File: src/hdl/qwmi_pkg.sv
package qwmi_pkg;

  localparam int unsigned Depth = 256;
  localparam int unsigned KeyW  = 32;
  localparam int unsigned CntW  = $clog2(Depth + 1);

  typedef enum logic [1:0] {
    OP_TAIL   = 2'd0,
    OP_MIDDLE = 2'd1,
    OP_POP    = 2'd2
  } op_e;

  typedef enum logic [1:0] {
    ST_OK    = 2'd0,
    ST_EMPTY = 2'd1,
    ST_FULL  = 2'd2
  } status_e;

  typedef struct packed {
    logic            ins;
    logic            pop;
    logic [CntW-1:0] pos;
    logic [KeyW-1:0] key;
  } cell_cmd_t;

endpackage

File: src/hdl/qwmi_cell.sv
module qwmi_cell (
  input  logic                            clk_i,
  input  logic [qwmi_pkg::CntW-1:0]       idx_i,
  input  qwmi_pkg::cell_cmd_t             cmd_i,
  input  logic [qwmi_pkg::KeyW-1:0]       prev_i,
  input  logic [qwmi_pkg::KeyW-1:0]       next_i,
  output logic [qwmi_pkg::KeyW-1:0]       data_o
);

  logic [qwmi_pkg::KeyW-1:0] data_d, data_q;

  always_comb begin
    data_d = data_q;
    if (cmd_i.ins) begin
      if (idx_i == cmd_i.pos) begin
        data_d = cmd_i.key;
      end else if (idx_i > cmd_i.pos) begin
        data_d = prev_i;
      end
    end else if (cmd_i.pop) begin
      data_d = next_i;
    end
  end

  always_ff @(posedge clk_i) begin
    data_q <= data_d;
  end

  assign data_o = data_q;

endmodule

File: config.mk
export PLATFORM = sky130hd
export DESIGN_NAME = qwmi_cell
export DESIGN_NICKNAME = d
export VERILOG_FILES = /design/src/hdl/qwmi_pkg.sv /design/src/hdl/qwmi_cell.sv
export SDC_FILE = /design/constraint.sdc
export NUM_CORES = 1
export LEC_CHECK = 0
export BUFFER_PORTS_ARGS = -buffer_cell sky130_fd_sc_hd__buf_2
export CORE_ASPECT_RATIO = 1.25
export CORE_UTILIZATION = 42
export CTS_CLUSTER_DIAMETER = 120
export DETAILED_ROUTE_END_ITERATION = 7
export PLACE_DENSITY = 0.83
export SYNTH_ARGS = -nofsm -noshare
export SYNTH_HDL_FRONTEND = slang
export SYNTH_SLANG_ARGS = --single-unit
File: constraint.sdc
create_clock -name clk_i -period 9.5 [get_ports clk_i]
set_clock_uncertainty 0.05 [all_clocks]
set_input_delay 2.85 -clock clk_i [delete_from_list [all_inputs] [get_ports clk_i]]
set_output_delay 2.85 -clock clk_i [all_outputs]
set_load 0.02 [all_outputs]
==> flow_summary.yaml <==
power:
  powerDensity_nw_per_um2: 141.2
  ir_drop_mv: 0.07464
  leakage_nw: 1.518
route:
  drtIter0Drc: 45
  wirelength_um: 4492
  wl_per_cell_um: 12.04
  post_drt_via_cell_ratio: 4.796
  num_vias: 1789
  drc: 0
  postRouteAntennaNets: 0
  drt-pass1-iter-count: 3
clocking:
  clockBufferDepth: 2
  cts.clk_slew.worst_paths_ns: 0.06
  ctsRootBufferMaster: "clkbuf_8"
  htreeDepth: 2
  cts_resized: 0
  cts_setup_buffers: 0
  tritoncts: "done"
  cts_hold_buf: 0
  clkSinkCount: 32
  cts_buffers: 5
yosys:
  synth_seq_cells: 32
  synth.distinct_cells: 16
  ys_top_cells_by_area: "edfxtp_1, mux2i_1, a21oi_1"
  syn_area_um2: 1867
  synth_nets: 297
  yosys_warnings: 0
  syn_inst: 171
  synth_seq_area_share_pct: 51.47
  avgSynthCellArea_um2: 10.92
  yosysTopAreaCellShare_pct: 51.47
  yosys.area.top_type: "edfxtp_1"
final_layout:
  n_antenna_cell: 0
  drive_gt1_share_pct: 49.53
  regArea_um2: 960.9
  multiInputGateArea_um2: 825.8
  finalNetCount: 443
  area.growth.synth_to_final_pct: 45.51
  final_util_pct: 65.23
  largest_reg_flops: 32
  nFillCells: 376
sta:
  fin_setup_tns_ns: 0
  rsz0062_at_grt: "no"
  hold_viol: 0
  fin_crit_ns: 4.709
  clock.fmax_mhz: 212.3
  max_slew_margin_pct: 31.08
  setup_viol: 0
  drv_slew: 0
  period_share_pct: 49.57
  worst_pin_slew_ns: 1.034
floorplanning:
  die-area_um2: 4717
  die_y_um: 76.54
  core_um2: 4164
  rows: 26
  die_x_um: 61.63
  num_io_pins: 149
  start_util_pct: 44.83
job:
  cap_viol_max_count: 0
worst_setup_path:
  cp-startpoint: "idx_i[8]"
  crit_required_ns: 9.35
  crit_arrival_ns: 4.55
  critical_path.max_fanout: 32
  crit_type: "in -> reg"
  crit_path_end_kind: "flip-flop"
  startpoint_type: "input port"
global_routing:
  grt_use_total_pct: 20.45
  gr-total-overflow: 0
  grt_pass1_vias: 1818
  grt_start_max_net_pins: 67
  antenna_found_initial: 0
  grt_pass1_wl_um: 7134
status:
  status: "finished, final reports clean"
min_path:
  min-delay-start: "next_i[19]"
  min_path_type: "in -> reg"
placed_design:
  place_hpwl_um: 3573
  port_buffers: 148
  place_congestion: 0.7304
synthesized netlist by cell type:
master / count
mux2i_1: 32
a31oi_1: 2
clkbuf_1: 6
inv_1: 9
ha_1: 9
nand2b_1: 1
and4_1: 2
edfxtp_1: 32
buf_6: 3
o21ai_0: 2
nand3_4: 1
buf_2: 1
a21oi_1: 35
a211oi_1: 1
nand2_1: 1
nor2_1: 34
worst paths after layout:
kind,depth (start not counted),slack (ns),endpoint
hold / removal,3,2.84,data_o[19]
setup / recovery,5,4.79,data_o[24]
stage by stage:
stage               hold WS, ns  setup slack [ns]  power [mW]  std cells  area, µm²
finish                    2.839             4.791      0.3836        373       2716
global route              2.838             4.650      0.4071        373       2716
CTS                       2.835             4.750      0.3887        373       2716
detailed placement        3.124             4.448      0.2938        366       2639
global placement          3.115             4.550      0.2894        366       2639
floorplan                 3.026             3.712      0.2446        171       1867
critical path: stages:
cell     delay, ns
buf_2         0.10
ha_1          0.28
and4_1        0.29
a31oi_1       0.15
a31oi_4       0.87
metal layers:
layer | share of wire, % | track usage (%) | vias up
li1 | - | - | 912
met2 | 56 | 40.32 | 93
met5 | 0 | 0 | -
met3 | 8.3 | 7.301 | 6
met4 | 1.2 | 7.556 | 0
met1 | 34 | 16.74 | 778
report_power, final:
group	internal, mW	switching (mW)	total (mW)
sequential	0.181	0.00418	0.185
combinational	0.0422	0.0618	0.104
clock	0.0497	0.0448	0.0944
total	0.273	0.111	0.384
cell type report:
cell class / instances / share of cell area [%]
clock inverters: 1 / 0.1842
well taps: 56 / 2.579
repair buffers: 149 / 27.54
clock buffers: 6 / 2.672
multi-input cells: 120 / 30.40
flip-flops and latches: 32 / 35.38
inverters: 9 / 1.244
layout by cell type, fill, tap and decap left out, types with 2 or more instances in the layout:
master    count
o21ai_0       2
ha_1          9
edfxtp_1     32
clkbuf_8      5
buf_2       148
inv_1         9
and4_1        2
nor2_1       34
mux2i_1      32
a21oi_1      35
cells by family after synthesis:
logic type / Yosys count / share of synthesized area (%)
buffers and inverters: 19 / 5.093
DFF: 32 / 51.47
and+or+nand+nor: 39 / 9.250
AOI/OAI and AO/OA: 40 / 10.99
adders and majority gates: 9 / 6.032
muxes: 32 / 17.16
(Power assumes the default switching activity.)
