===== src/hdl/qwmi_pkg.sv =====
package qwmi_pkg;

  localparam int unsigned Depth = 256;
  localparam int unsigned KeyW  = 32;
  localparam int unsigned CntW  = $clog2(Depth + 1);

  typedef enum logic [1:0] {
    OP_TAIL   = 2'd0,
    OP_MIDDLE = 2'd1,
    OP_POP    = 2'd2
  } op_e;

  typedef enum logic [1:0] {
    ST_OK    = 2'd0,
    ST_EMPTY = 2'd1,
    ST_FULL  = 2'd2
  } status_e;

  typedef struct packed {
    logic            ins;
    logic            pop;
    logic [CntW-1:0] pos;
    logic [KeyW-1:0] key;
  } cell_cmd_t;

endpackage


===== src/hdl/qwmi_ctrl.sv =====
module qwmi_ctrl (
  input  logic                          clk_i,
  input  logic                          rst_ni,
  input  logic                          in_valid_i,
  output logic                          in_ready_o,
  input  logic [1:0]                    op_i,
  input  logic [qwmi_pkg::KeyW-1:0]     key_i,
  input  logic [qwmi_pkg::KeyW-1:0]     front_i,
  output qwmi_pkg::cell_cmd_t           cmd_o,
  output logic                          out_valid_o,
  input  logic                          out_ready_i,
  output logic [qwmi_pkg::KeyW-1:0]     popped_key_o,
  output logic [1:0]                    status_o,
  output logic [qwmi_pkg::CntW-1:0]     occupancy_o
);

  logic                          accept;
  logic                          full, empty;
  logic                          ins_en, pop_en;
  logic [qwmi_pkg::CntW:0]       count_inc;
  logic [qwmi_pkg::CntW-1:0]     pos;
  qwmi_pkg::status_e             status;
  logic [qwmi_pkg::CntW-1:0]     count_d, count_q;
  logic                          vld_d, vld_q;
  logic [qwmi_pkg::KeyW-1:0]     key_d, key_q;
  qwmi_pkg::status_e             status_d, status_q;
  logic [qwmi_pkg::CntW-1:0]     occ_q;

  assign in_ready_o = !vld_q || out_ready_i;
  assign accept     = in_valid_i && in_ready_o;
  assign full       = (count_q == qwmi_pkg::CntW'(qwmi_pkg::Depth));
  assign empty      = (count_q == '0);
  assign count_inc  = {1'b0, count_q} + 1'b1;

  always_comb begin
    ins_en = 1'b0;
    pop_en = 1'b0;
    pos    = count_q;
    status = qwmi_pkg::ST_OK;
    unique case (qwmi_pkg::op_e'(op_i))
      qwmi_pkg::OP_TAIL: begin
        ins_en = !full;
        status = full ? qwmi_pkg::ST_FULL : qwmi_pkg::ST_OK;
      end
      qwmi_pkg::OP_MIDDLE: begin
        ins_en = !full;
        pos    = count_inc[qwmi_pkg::CntW:1];
        status = full ? qwmi_pkg::ST_FULL : qwmi_pkg::ST_OK;
      end
      qwmi_pkg::OP_POP: begin
        pop_en = !empty;
        status = empty ? qwmi_pkg::ST_EMPTY : qwmi_pkg::ST_OK;
      end
      default: ;
    endcase
  end

  assign cmd_o.ins = accept && ins_en;
  assign cmd_o.pop = accept && pop_en;
  assign cmd_o.pos = pos;
  assign cmd_o.key = key_i;

  always_comb begin
    count_d = count_q;
    if (cmd_o.ins) begin
      count_d = count_inc[qwmi_pkg::CntW-1:0];
    end else if (cmd_o.pop) begin
      count_d = count_q - 1'b1;
    end
  end

  assign vld_d    = accept || (vld_q && !out_ready_i);
  assign key_d    = pop_en ? front_i : '0;
  assign status_d = status;

  always_ff @(posedge clk_i or negedge rst_ni) begin
    if (!rst_ni) begin
      count_q <= '0;
      vld_q   <= 1'b0;
    end else begin
      count_q <= count_d;
      vld_q   <= vld_d;
    end
  end

  always_ff @(posedge clk_i) begin
    if (accept) begin
      key_q    <= key_d;
      status_q <= status_d;
      occ_q    <= count_d;
    end
  end

  assign out_valid_o  = vld_q;
  assign popped_key_o = key_q;
  assign status_o     = status_q;
  assign occupancy_o  = occ_q;

  a_count_bound: assert property (@(posedge clk_i) disable iff (!rst_ni)
    count_q <= qwmi_pkg::CntW'(qwmi_pkg::Depth))
    else $error("entry count above depth");

  a_ins_count: assert property (@(posedge clk_i) disable iff (!rst_ni)
    cmd_o.ins |=> count_q == $past(count_q) + 1'b1)
    else $error("insert did not grow the count");

  a_pop_count: assert property (@(posedge clk_i) disable iff (!rst_ni)
    cmd_o.pop |=> count_q == $past(count_q) - 1'b1)
    else $error("pop did not shrink the count");

  a_idle_count: assert property (@(posedge clk_i) disable iff (!rst_ni)
    !cmd_o.ins && !cmd_o.pop |=> $stable(count_q))
    else $error("count moved without an operation");

  a_empty_occ: assert property (@(posedge clk_i) disable iff (!rst_ni)
    accept && status == qwmi_pkg::ST_EMPTY |=> occ_q == '0 && key_q == '0)
    else $error("empty pop result not clean");

endmodule


===== config.mk =====
export PLATFORM = sky130hd
export DESIGN_NAME = qwmi_ctrl
export DESIGN_NICKNAME = d
export VERILOG_FILES = /design/src/hdl/qwmi_pkg.sv /design/src/hdl/qwmi_ctrl.sv
export SDC_FILE = /design/constraint.sdc
export NUM_CORES = 1
export LEC_CHECK = 0
export ABC_AREA = 1
export BUFFER_PORTS_ARGS = -buffer_cell sky130_fd_sc_hd__buf_4
export CAP_MARGIN = 20
export CELL_PAD_IN_SITES_DETAIL_PLACEMENT = 0
export CELL_PAD_IN_SITES_GLOBAL_PLACEMENT = 1
export CORE_AREA = 5 5 102 104
export DETAILED_ROUTE_END_ITERATION = 7
export DIE_AREA = 0 0 107 109
export GPL_ROUTABILITY_DRIVEN = 0
export PLACE_DENSITY_LB_ADDON = 0.1
export SETUP_SLACK_MARGIN = 0.02
export SYNTH_ARGS = -nofsm -noshare
export SYNTH_HDL_FRONTEND = slang
export SYNTH_SLANG_ARGS = --single-unit

===== constraint.sdc =====
create_clock -name clk_i -period 2.2 [get_ports clk_i]
set_input_delay 0.44 -clock clk_i [delete_from_list [all_inputs] [get_ports clk_i]]
set_output_delay 0.44 -clock clk_i [all_outputs]
set_load 0.05 [all_outputs]

==> impl_metrics.json <==
{
  "setup_violations": 0,
  "status": "finished clean",
  "critical_path_buf_inv_count": 3,
  "areaGrowthSynthToFinish_pct": 36.99,
  "detailed_place.area_sq_mm": 0.003436,
  "netlist_top_cells_area": "sky130_fd_sc_hd__edfxtp_1 (46%), sky130_fd_sc_hd__nand2_1 (9.5%), sky130_fd_sc_hd__dfrtp_1 (8.9%)",
  "max-clock-path-buffers": 2,
  "async_reset_ff_share_pct": 18.87,
  "critical_path.max_fanout": 5,
  "grt.total_usage_pct": 12.07,
  "slew_headroom_pct": 78.17,
  "route.detailed.vias_per_inst": 4.306,
  "cp_top_family": "flip-flops",
  "crit_path_cell_trace": "inv_2 -> ha_4 -> nand2_4 -> nor2_4 -> nand2_4 -> nand3_4 -> clkinvlp_4 -> buf_8",
  "drt_pass1_iterations": 4,
  "syn_inst": 310,
  "totalWireLength_mm": 7.065,
  "postRouteAntennaNets": 0,
  "netlist_top_cells_count": "sky130_fd_sc_hd__nand2_1 (71), sky130_fd_sc_hd__inv_1 (50), sky130_fd_sc_hd__nor2_1 (46), sky130_fd_sc_hd__edfxtp_1 (43), sky130_fd_sc_hd__buf_4 (32)",
  "synth_enable_flop_cells": 43,
  "core_sq_mm": 0.009459,
  "clock-skew-final_ps": 8.281,
  "drt-initial-drc-count": 82,
  "synth_area_sq_mm": 0.002814,
  "rsz0062_at_grt": "true",
  "sink_count": 53,
  "peakVddDrop_mv": 0.6163,
  "final_layout_size_suffix_gt1_share_pct": 40.35,
  "leakage_nw": 1.860,
  "count_of_unresolved_drc_violations_after_routing": 0,
  "crit_path_start_kind": "flop",
  "fmax_mhz": 471.8,
  "critical_path_class": "reg -> out",
  "rows": 36,
  "timing.hold.worst.class": "in -> reg",
  "start_util_pct": 29.75,
  "chipWidth_um": 107,
  "postSynthNetCount": 382,
  "crit_path_top_delay_cell": "sky130_fd_sc_hd__dfrtp_2",
  "dieArea_sq_mm": 0.01166,
  "critical-path-max-stage-delay_ps": 480,
  "num_antenna_cells": 0,
  "maxSlewViolCount": 0,
  "synth_area_per_cell_sq_um": 9.077,
  "fraction_of_the_cycle_the_final_worst_path_needs_pct": 96.34,
  "routed-via-count": 2209,
  "maximum_number_of_pins_on_one_net_before_global_route_repair": 33,
  "layout.filler_cells": 977,
  "synth_largest_area_cell": "sky130_fd_sc_hd__edfxtp_1",
  "worst_ep_arrival_time_ps": 1680,
  "crit_path_end_kind": "output port",
  "path_clk_slew_ps": 100,
  "yosys.cell_count.top_type": "sky130_fd_sc_hd__nand2_1",
  "part_of_the_yosys_area_used_for_sequential_elements_pct": 54.78,
  "path_common_cell": "sky130_fd_sc_hd__nand2_4",
  "netlist.area_leader.share_pct": 45.89,
  "cellPowerDensity_mw_per_mm2": 1089,
  "utilization_pct": 40.75,
  "cts_tree": "yes",
  "post-place-cells": 485,
  "final-hold-violation-count": 0,
  "clkLatencyLatePin_ps": 300,
  "num_io_pins": 158,
  "tritoncts.num_buffers": 5,
  "cts-htree-levels": 2,
  "timing.setup.tns_ps": 0,
  "die_height_um": 109,
  "globalRoute.totalOverflow": 0,
  "synth-seq-cells": 53,
  "grt_first_pass_wirelength_mm": 11.00,
  "synth_ff_type": "sky130_fd_sc_hd__edfxtp_1",
  "worst-endpoint-required_ps": 1760,
  "worst_margin_slew_ps": 327.4,
  "clock_root_buffer": "sky130_fd_sc_hd__clkbuf_8",
  "max_cap_violations": 0,
  "buffer_ports.inserted": 93,
  "stdcell_count": 513,
  "finalWorstPathRequiredPeriod_ps": 2120,
  "detailedPlacementHpwl_mm": 5.049,
  "routedWlPerCell_um": 13.77,
  "grt_antenna_before_repair": 0,
  "yosysWarningCount": 0,
  "final_nets": 470,
  "post-route-cell-area_sq_mm": 0.003855,
  "grt_pass1_vias": 2251,
  "ys_types": 23
}
==> sequential cells by signal, summed over array words and instances, names as in the netlist <==
| name | flops |
|---|---|
| count_q | 9 |
| out_valid_o | 1 |
| occupancy_o | 9 |
| status_o | 2 |
| popped_key_o | 32 |
==> where the power goes <==
group	leakage [nW]	switching (mW)	total, mW	internal, mW
registers	0.542	0.160	1.44	1.28
logic	1.26	1.33	2.09	0.765
clock network	0.0554	0.326	0.668	0.342
total	1.86	1.81	4.20	2.39
==> cell type report <==
type | count | area (sq um) | share of cell area [%]
timing repair buffer | 119 | 954.7 | 24.76
inverter | 53 | 215.2 | 5.583
clock buffer | 6 | 72.57 | 1.883
clock inverter | 2 | 38.79 | 1.006
sequential | 53 | 1549 | 40.18
multi-input combinational | 166 | 882.1 | 22.88
tap | 114 | 142.6 | 3.700
==> metal layers <==
| metal | GRT usage [%] | up-vias | share of wire (%) |
|---|---|---|---|
| met5 | 0 | - | 0 |
| met3 | 3.848 | 18 | 7.5 |
| li1 | - | 1099 | - |
| met1 | 14.89 | 997 | 45 |
| met4 | 4.658 | 0 | 2.3 |
| met2 | 19.78 | 95 | 45 |
==> final timing paths <==
check,from,endpoint,slack [ps],depth (start not counted)
worst max register to register,count_q[1],occupancy_o[0],370,11
min in group asynchronous,rst_ni,count_q[3],510,2
worst max-delay path,count_q[1],cmd_o[41],80,8
worst min register to register,out_valid_o,out_valid_o,520,2
max in group asynchronous,rst_ni,count_q[5],1500,2
worst min-delay path,in_valid_i,out_valid_o,330,3
==> logic make-up after synthesis <==
group	Yosys count	share of synthesized area, %
AOI/OAI and AO/OA	12	2.267
adders and majority gates	2	0.8891
xor gates and xnor gates	6	1.867
DFF	53	54.78
buffers and inverters	91	17.83
and+or+nand+nor	146	22.37
==> placed cells by master, fill, tap and decap left out, types with 3 or more instances in the layout <==
cell type,instances
sky130_fd_sc_hd__nor2_1,43
sky130_fd_sc_hd__o21ai_2,3
sky130_fd_sc_hd__edfxtp_1,43
sky130_fd_sc_hd__nor2_4,6
sky130_fd_sc_hd__xor2_1,5
sky130_fd_sc_hd__buf_6,5
sky130_fd_sc_hd__clkbuf_8,5
sky130_fd_sc_hd__o21ai_0,6
sky130_fd_sc_hd__nand2_2,4
sky130_fd_sc_hd__nand4_1,5
sky130_fd_sc_hd__dfrtp_1,4
sky130_fd_sc_hd__buf_4,109
sky130_fd_sc_hd__nand2_1,69
sky130_fd_sc_hd__nand3_1,12
sky130_fd_sc_hd__nand3_4,3
sky130_fd_sc_hd__inv_1,47
sky130_fd_sc_hd__dfrtp_2,6
sky130_fd_sc_hd__nand2_4,3
==> worst register-to-register path, cell delays in order (launching register included) <==
cell and delay (ps):
sky130_fd_sc_hd__dfrtp_2 480, sky130_fd_sc_hd__inv_2 110, sky130_fd_sc_hd__ha_4 150, sky130_fd_sc_hd__nand2_4 60, sky130_fd_sc_hd__nor2_4 160, sky130_fd_sc_hd__nand2_4 100, sky130_fd_sc_hd__nand3_4 90, sky130_fd_sc_hd__buf_4 110
sky130_fd_sc_hd__buf_4 150, sky130_fd_sc_hd__nand3_1 80, sky130_fd_sc_hd__nand2_1 70, sky130_fd_sc_hd__inv_1 50
==> stage by stage <==
step / hold WS [ps] / worst slack, ps / total power, mW
floorplan: 144.4 / -105.0 / 2.813
global placement: 297.9 / 235.4 / 3.167
detailed placement: 296.7 / 203.0 / 3.161
CTS: 317.6 / 2.796 / 4.008
global route: 321.7 / -20.50 / 4.465
finish: 330.3 / 80.49 / 4.200
==> what timing repair did <==
item,CTS,global route
setup buffers,8,12
pin swaps,1,8
gates resized for setup,14,30
endpoints found under the setup margin,5,7
endpoints found under the hold margin,10,0
hold buffers,1,0
Note: power is estimated with default switching activity, not from simulation.
